[src/sv/tlik_isqrt.sv]
// Bit-serial integer square root (floor), one result bit per step.
// Depends on nothing but the clock and reset.
`default_nettype none
module tlik_isqrt (
    input  wire logic        i_clk,
    input  wire logic        i_rst_n,
    input  wire logic        i_start,
    input  wire logic [63:0] i_val,
    output logic             o_done,
    output logic [31:0]      o_root
);
    logic        r_busy;
    logic        r_done;
    logic [4:0]  r_cnt;
    logic [63:0] r_v;
    logic [63:0] r_r;
    logic [63:0] r_bit;
    logic [63:0] trial;

    assign trial = r_r + r_bit;

    always_ff @(posedge i_clk) begin
        if (!i_rst_n) begin
            r_busy <= 1'b0;
            r_done <= 1'b0;
        end else begin
            // flag the last step for one cycle
            r_done <= r_busy && !i_start && (r_cnt == 5'd31);
            if (i_start) begin
                r_busy <= 1'b1;
                r_cnt  <= '0;
                r_v    <= i_val;
                r_r    <= '0;
                r_bit  <= 64'h4000_0000_0000_0000;
            end else if (r_busy) begin
                if (r_v >= trial) begin
                    r_v <= r_v - trial;
                    r_r <= (r_r >> 1) + r_bit;
                end else begin
                    r_r <= r_r >> 1;
                end
                r_bit <= r_bit >> 2;
                r_cnt <= r_cnt + 5'd1;
                if (r_cnt == 5'd31) begin
                    r_busy <= 1'b0;
                end
            end
        end
    end

    assign o_done = r_done;
    assign o_root = r_r[31:0];
endmodule
`default_nettype wire

[config.mk]
export PLATFORM = sky130hd
export DESIGN_NAME = tlik_isqrt
export DESIGN_NICKNAME = d
export VERILOG_FILES = /design/src/sv/tlik_isqrt.sv
export SDC_FILE = /design/constraint.sdc
export NUM_CORES = 1
export LEC_CHECK = 0
export ABC_AREA = 1
export BUFFER_PORTS_ARGS = -buffer_cell sky130_fd_sc_hd__buf_4
export CAP_MARGIN = 10
export CELL_PAD_IN_SITES_DETAIL_PLACEMENT = 0
export CELL_PAD_IN_SITES_GLOBAL_PLACEMENT = 1
export CORE_MARGIN = 10
export CORE_UTILIZATION = 48
export CTS_CLUSTER_SIZE = 25
export DETAILED_ROUTE_END_ITERATION = 7
export PLACE_DENSITY_LB_ADDON = 0.12
export SYNTH_ARGS = -nofsm -noshare
export SYNTH_HDL_FRONTEND = slang
export SYNTH_SLANG_ARGS = --single-unit
[constraint.sdc]
create_clock -name i_clk -period 26 [get_ports i_clk]
set_input_delay 1.3 -clock i_clk [delete_from_list [all_inputs] [get_ports i_clk]]
set_output_delay 1.3 -clock i_clk [all_outputs]
set_load 0.05 [all_outputs]
After elaboration in Yosys (flattened, before gate mapping):

Index checks and enable logic that the tools add are counted.

* register bits: 167
* latch bits: 0
* RAM bits: 0
* ROM bits: 0
* input bits: 67
* memories: 0

* $add $sub $neg: 4
* $mul: 0
* divide/modulo/power cells: 0
* order comparisons: 1
* equal/unequal tests: 1
* shift operators: 0
* muxes and demuxes: 10
* bitwise logic cells: 0
* reductions and logical operators: 7

Operators with widths (number)
* $mux W64: 5
* $add A63 B63 Y64: 1
* $add A64 B63 Y64: 1
* $ge A64 B64 Y1: 1
* $sub A64 B64 Y64: 1
* $mux W63: 1
* $add A5 B1 Y5 const B: 1
* $eq A5 B5 Y1 const B: 1
* $mux W5: 1
* $reduce_bool A2 Y1: 2
* $mux W1: 3
* $reduce_and A3 Y1: 1
* $logic_and A1 B1 Y1: 2
* $reduce_and A2 Y1: 1
* $logic_not A1 Y1: 1

Logic depth before layout (Yosys ltp):

* depth in word-level cells: 5
* mapped depth: 29
* mapped depth without buffers: 28

Least setup slack after synthesis:

OpenSTA, ideal clock, no wires.

* path kind: input to register
* start: input i_start
* end: register r_v[0] (enable)
* library setup time: 418 ps
* arrival time: 8854 ps
* data required time: 25582 ps
* slack: 16728 ps
* cell stages on the path: 6
* cell sequence: clkbuf_1 -> inv_1 -> clkbuf_1 -> a21oi_1 -> o21ai_0 -> inv_1

* word-level cells in the longest chain between the ends: 2
* elaborated cells between the ends (all ways): 3
* those cells by class: reduce/logical (3)

RTL lines
* start, declared: RTL line 7 `input wire logic i_start,`
* $reduce_bool A2 Y1 (no line)
* $reduce_and A3 Y1 (no line) *
* end signal, assigned: RTL line 32 `r_v <= i_val;`
* end signal, assigned: RTL line 37 `r_v <= r_v - trial;`
* end, declared: RTL line 15 `logic [63:0] r_v;`

Every way passes the cells marked *; elsewhere a longest branch is shown, timed or not.
A chain may end at the register's enable or synchronous reset.

Worst setup path in the final report:

* start: register r_r[10]
* end: register r_v[14] (enable)

* word-level cells in the longest chain between the ends: 4

RTL lines
* start, declared: RTL line 16 `logic [63:0] r_r;`
* start signal, assigned: RTL line 38 `r_r <= (r_r >> 1) + r_bit;`
* start signal, assigned: RTL line 40 `r_r <= r_r >> 1;`
* $add A64 B63 Y64: RTL line 20 `assign trial = r_r + r_bit;`
* $ge A64 B64 Y1: RTL line 36 `if (r_v >= trial) begin`
* $reduce_bool A2 Y1 (no line)
* $reduce_and A3 Y1 (no line)

Every way passes these cells.

==> impl_metrics.prom <==
# TYPE chip_impl_metric gauge
chip_impl_metric{name="drt_wl_total",unit="mm"} 76.9
chip_impl_metric{name="die_w",unit="um"} 227
chip_impl_metric{name="ys_seq_area_frac",unit=""} 0.243
chip_impl_metric{name="detail_route.drc_violations",unit=""} 0
chip_impl_metric{name="synth_edf_count",unit=""} 165
chip_impl_metric{name="clk_transition_reported_paths",unit="ns"} 0.08
chip_impl_metric{name="finish.net_count",unit=""} 3772
chip_impl_metric{name="final_period_minus_worst_setup_slack",unit="ns"} 5.83
chip_impl_metric{name="synthCells",unit=""} 3523
chip_impl_metric{name="portBuffers",unit=""} 99
chip_impl_metric{name="max_clock_freq",unit="GHz"} 0.171
chip_impl_metric{name="crit_buf_inv",unit=""} 3
chip_impl_metric{name="route.vias.total",unit=""} 22300
chip_impl_metric{name="numClockSinks",unit=""} 167
chip_impl_metric{name="pin_count_of_the_biggest_net_entering_global_routing",unit=""} 93
chip_impl_metric{name="netlist_area",unit="sq um"} 20500
chip_impl_metric{name="timing.max_slew.rel_slack",unit=""} 0.319
chip_impl_info{name="outcome",value="finished clean"} 1
chip_impl_metric{name="fp-row-count",unit=""} 75
chip_impl_metric{name="cts_resized",unit=""} 0
chip_impl_metric{name="hold_depth",unit=""} 2
chip_impl_info{name="most-common-layout-cells",value="1451 x nand2_1, 583 x inv_1, 344 x nor2_1, 211 x nand3_1, 165 x edfxtp_1"} 1
chip_impl_metric{name="placed_cells_incl_taps",unit=""} 4092
chip_impl_metric{name="timing.final.crit_share",unit=""} 0.224
chip_impl_metric{name="tritoncts_buffers",unit=""} 17
chip_impl_metric{name="timing_max_transition_violations_final",unit=""} 0
chip_impl_metric{name="cts-hold-fix-buffers",unit=""} 0
chip_impl_info{name="hold_path.class",value="flop to flop"} 1
chip_impl_metric{name="ctsHtreeMaxLevel",unit=""} 4
chip_impl_metric{name="overflow",unit=""} 0
chip_impl_metric{name="reg2regPathDepth",unit=""} 22
chip_impl_metric{name="finalSetupViolCount",unit=""} 0
chip_impl_info{name="worstPathCellList",value="ha_1 -> nand2_1 -> o21ai_1 -> nand2_1 -> o21ai_0 -> nor2_1 -> o21ai_0 -> nand2_1 -> nand3b_1 -> nand2_1 -> ha_1 -> nand2_1 -> nor2_1 -> inv_1 -> nor2_1 -> nand2_1 -> nor3_2 -> nand2_2 -> nand2_2 -> o21ai_0 -> inv_2 -> buf_4"} 1
chip_impl_info{name="worst_setup_path_end_kind",value="flop"} 1
chip_impl_metric{name="drt_iter0_drc",unit=""} 1990
chip_impl_metric{name="num_antenna_cells",unit=""} 0
chip_impl_metric{name="grt_antenna_before_repair",unit=""} 0
chip_impl_metric{name="hpwlAfterDp",unit="mm"} 63.4
chip_impl_metric{name="slowest_stage_delay_on_critical_path",unit="ns"} 0.72
chip_impl_info{name="mostFrequentLayoutCell",value="nand2_1"} 1
chip_impl_metric{name="grt_pass1_wl",unit="mm"} 116
chip_impl_metric{name="timing_hold_violations_final",unit=""} 0
chip_impl_metric{name="final_util",unit=""} 0.525
chip_impl_metric{name="grt.total_usage",unit=""} 0.299
chip_impl_metric{name="drv_cap",unit=""} 0
chip_impl_metric{name="clockBufferDepth",unit=""} 2
chip_impl_metric{name="floorplan.initialDensity",unit=""} 0.488
chip_impl_info{name="reg2reg_to",value="r_v[14]"} 1
chip_impl_metric{name="max_slew.worst_pin.slew",unit="ns"} 1.02
chip_impl_metric{name="design.portCount",unit=""} 100
chip_impl_metric{name="dr.pass1.iters",unit=""} 8
chip_impl_metric{name="critPathMaxFanout",unit=""} 36
chip_impl_metric{name="avgSynthCellArea",unit="sq um"} 5.83
chip_impl_metric{name="ratio_of_cells_with_drive_above_1_in_the_final_layout",unit=""} 0.0463
chip_impl_metric{name="ys.warnings.count",unit=""} 0
chip_impl_metric{name="postCtsSetupBuffers",unit=""} 0
chip_impl_metric{name="vdd_drop_max",unit="V"} 0.0000428
chip_impl_metric{name="syn_to_final_growth",unit="%"} 7.76
chip_impl_info{name="worstSetupPathType",value="flop to flop"} 1
chip_impl_metric{name="synthesized_flop_and_latch_total",unit=""} 167
chip_impl_metric{name="r2r_setup_slack",unit="ns"} 20.17
chip_impl_info{name="yosys_most_used_dff",value="edfxtp_1"} 1
chip_impl_metric{name="post_drt_wl_per_cell",unit="um"} 18.6
chip_impl_metric{name="critPathArrivalTime",unit="ns"} 5.98
chip_impl_metric{name="die_height",unit="um"} 227
chip_impl_metric{name="async_flop_share",unit=""} 0
chip_impl_metric{name="worstSkewPairLatency",unit="ns"} 0.51
chip_impl_metric{name="cp_data_required_time",unit="ns"} 26.15
chip_impl_metric{name="groute.layer.met1.usage",unit=""} 0.365
chip_impl_metric{name="mappedNetlistNets",unit=""} 3723
chip_impl_info{name="root_buffer",value="clkbuf_16"} 1
chip_impl_info{name="regToRegStartpoint",value="r_r[10]"} 1
chip_impl_metric{name="ys_types",unit=""} 44
chip_impl_metric{name="first_global_vias",unit=""} 21200
chip_impl_info{name="cell_with_the_largest_stage_delay_on_the_worst_path",value="o21ai_0"} 1
chip_impl_metric{name="viasPerCell",unit=""} 5.40
chip_impl_metric{name="die_footprint",unit="sq um"} 51500
chip_impl_metric{name="global_routing_usage_on_met3",unit=""} 0.0385
chip_impl_metric{name="clock-skew-final",unit="ns"} 0.0161
chip_impl_metric{name="power_density",unit="nW/um^2"} 65.6
chip_impl_info{name="min_from",value="r_busy"} 1
chip_impl_info{name="grt_setup_unrepaired",value="false"} 1
chip_impl_info{name="top_usage_layer_grt",value="met2"} 1
chip_impl_info{name="cp_top_family",value="simple AND/OR/NAND/NOR gates"} 1
chip_impl_info{name="worst_hold_path.endpoint",value="o_done"} 1
chip_impl_metric{name="p_leak",unit="nW"} 11.7
chip_impl_info{name="cts_tree",value="built"} 1
chip_impl_metric{name="core_area",unit="sq um"} 42100
chip_impl_metric{name="fin_tns_setup",unit="ns"} 0
chip_impl_info{name="crit_path_frequent_cell",value="nand2_1"} 1
chip_impl_metric{name="layout.cells.non_filler",unit=""} 4124
chip_impl_metric{name="routability_congestion_estimate_from_global_placement",unit=""} 1.02
chip_impl_metric{name="drt.antenna.violating_nets",unit=""} 0
chip_impl_info{name="critical_path_startpoint_category",value="flop"} 1
chip_impl_metric{name="use_met2",unit=""} 0.504
-- worst reg2reg max path: cells and delay by family, from the launching register on --
family,cells,cell delay [ns]
DFF,1,0.51
adders and majority gates,2,0.83
and+or+nand+nor,13,1.66
AOI/OAI and AO/OA,4,1.22
buffers and inverters,3,1.24
-- cell usage after synthesis, types with 2 or more instances --
cell	number	share of area
a21o_1	3	0.0011
a21oi_1	139	0.034
a31oi_1	2	0.00061
and2_1	11	0.0034
buf_2	6	0.0015
buf_4	32	0.012
buf_6	6	0.0033
clkbuf_1	31	0.0057
dfxtp_1	2	0.0019
edfxtp_1	165	0.24
ha_1	132	0.080
inv_1	585	0.11
inv_2	5	0.00091
nand2_1	1451	0.27
nand2_2	5	0.0015
nand2b_1	3	0.00091
nand3_1	211	0.051
nand3b_1	31	0.011
nand4_1	25	0.0076
nor2_1	344	0.063
nor2_2	2	0.00061
nor3_1	38	0.0093
nor3_2	2	0.00097
nor3b_1	2	0.00073
nor4_1	10	0.0030
o21a_1	8	0.0029
o21ai_0	131	0.032
o21ai_1	4	0.00097
o21bai_1	15	0.0055
or2_2	10	0.0030
xnor2_1	57	0.024
xor2_1	43	0.018
-- worst max-delay path by stage --
| stage | start | to | cells past startpoint |
|---|---|---|---|
| 4_1_cts | r_r[10] | r_v[23] | 22 |
| 5_1_grt | r_r[10] | r_v[15] | 22 |
| 2_1_floorplan | i_start | r_v[0] | 6 |
| 3_3_place_gp | r_r[10] | r_v[15] | 22 |
| 6_report | r_r[10] | r_v[14] | 22 |
| 3_5_place_dp | r_r[10] | r_v[15] | 22 |
-- flip-flops by register name (all words and copies together), names as in the netlist --
register / cells
r_r: 64
r_cnt: 5
r_bit: 32
o_done: 1
r_busy: 1
r_v: 64
-- power breakdown --
group | leakage (nW) | internal (mW) | total [mW] | switching (mW)
Sequential | 1.61 | 0.348 | 0.394 | 0.0464
Combinational | 9.79 | 0.253 | 0.791 | 0.537
Clock | 0.273 | 0.135 | 0.267 | 0.132
-- area by class of cell --
cell class / count / area (sq um)
repair buffers: 106 / 796
multi-input cells: 2689 / 12900
clock buffers: 19 / 433
flip-flops and latches: 167 / 4990
clock inverters: 13 / 138
fillers: 4466 / 20000
inverters: 591 / 2220
well taps: 539 / 674
-- kinds of logic (layout without fill, tap and decap cells) --
family,after synthesis,after routing,share of synthesized area
buf+inv,667,729,0.130
compound gates,309,309,0.0799
flops,167,167,0.243
xor+xnor,100,100,0.0426
simple gates,2147,2147,0.423
fa+ha+maj,133,133,0.0814
-- per-layer routing --
layer / vias up / wire length [um] / share of wire
met1: 10100 / 31800 / 0.41
met3: 188 / 5050 / 0.066
met4: 0 / 4220 / 0.055
met5: - / 0 / 0
met2: 867 / 35800 / 0.47
li1: 11100 / - / -
-- per-stage QoR --
step	setup WS (ns)	hold WS [ns]	cell area, sq um	power (mW)
after floorplan	16.73	0.421	20500	0.953
after global placement	20.37	0.488	21600	1.16
after detailed placement	20.20	0.500	21600	1.17
after CTS	20.20	0.511	22100	1.44
after global routing	19.63	0.542	22100	1.56
final	20.17	0.516	22100	1.45
(Power assumes the default switching activity.)
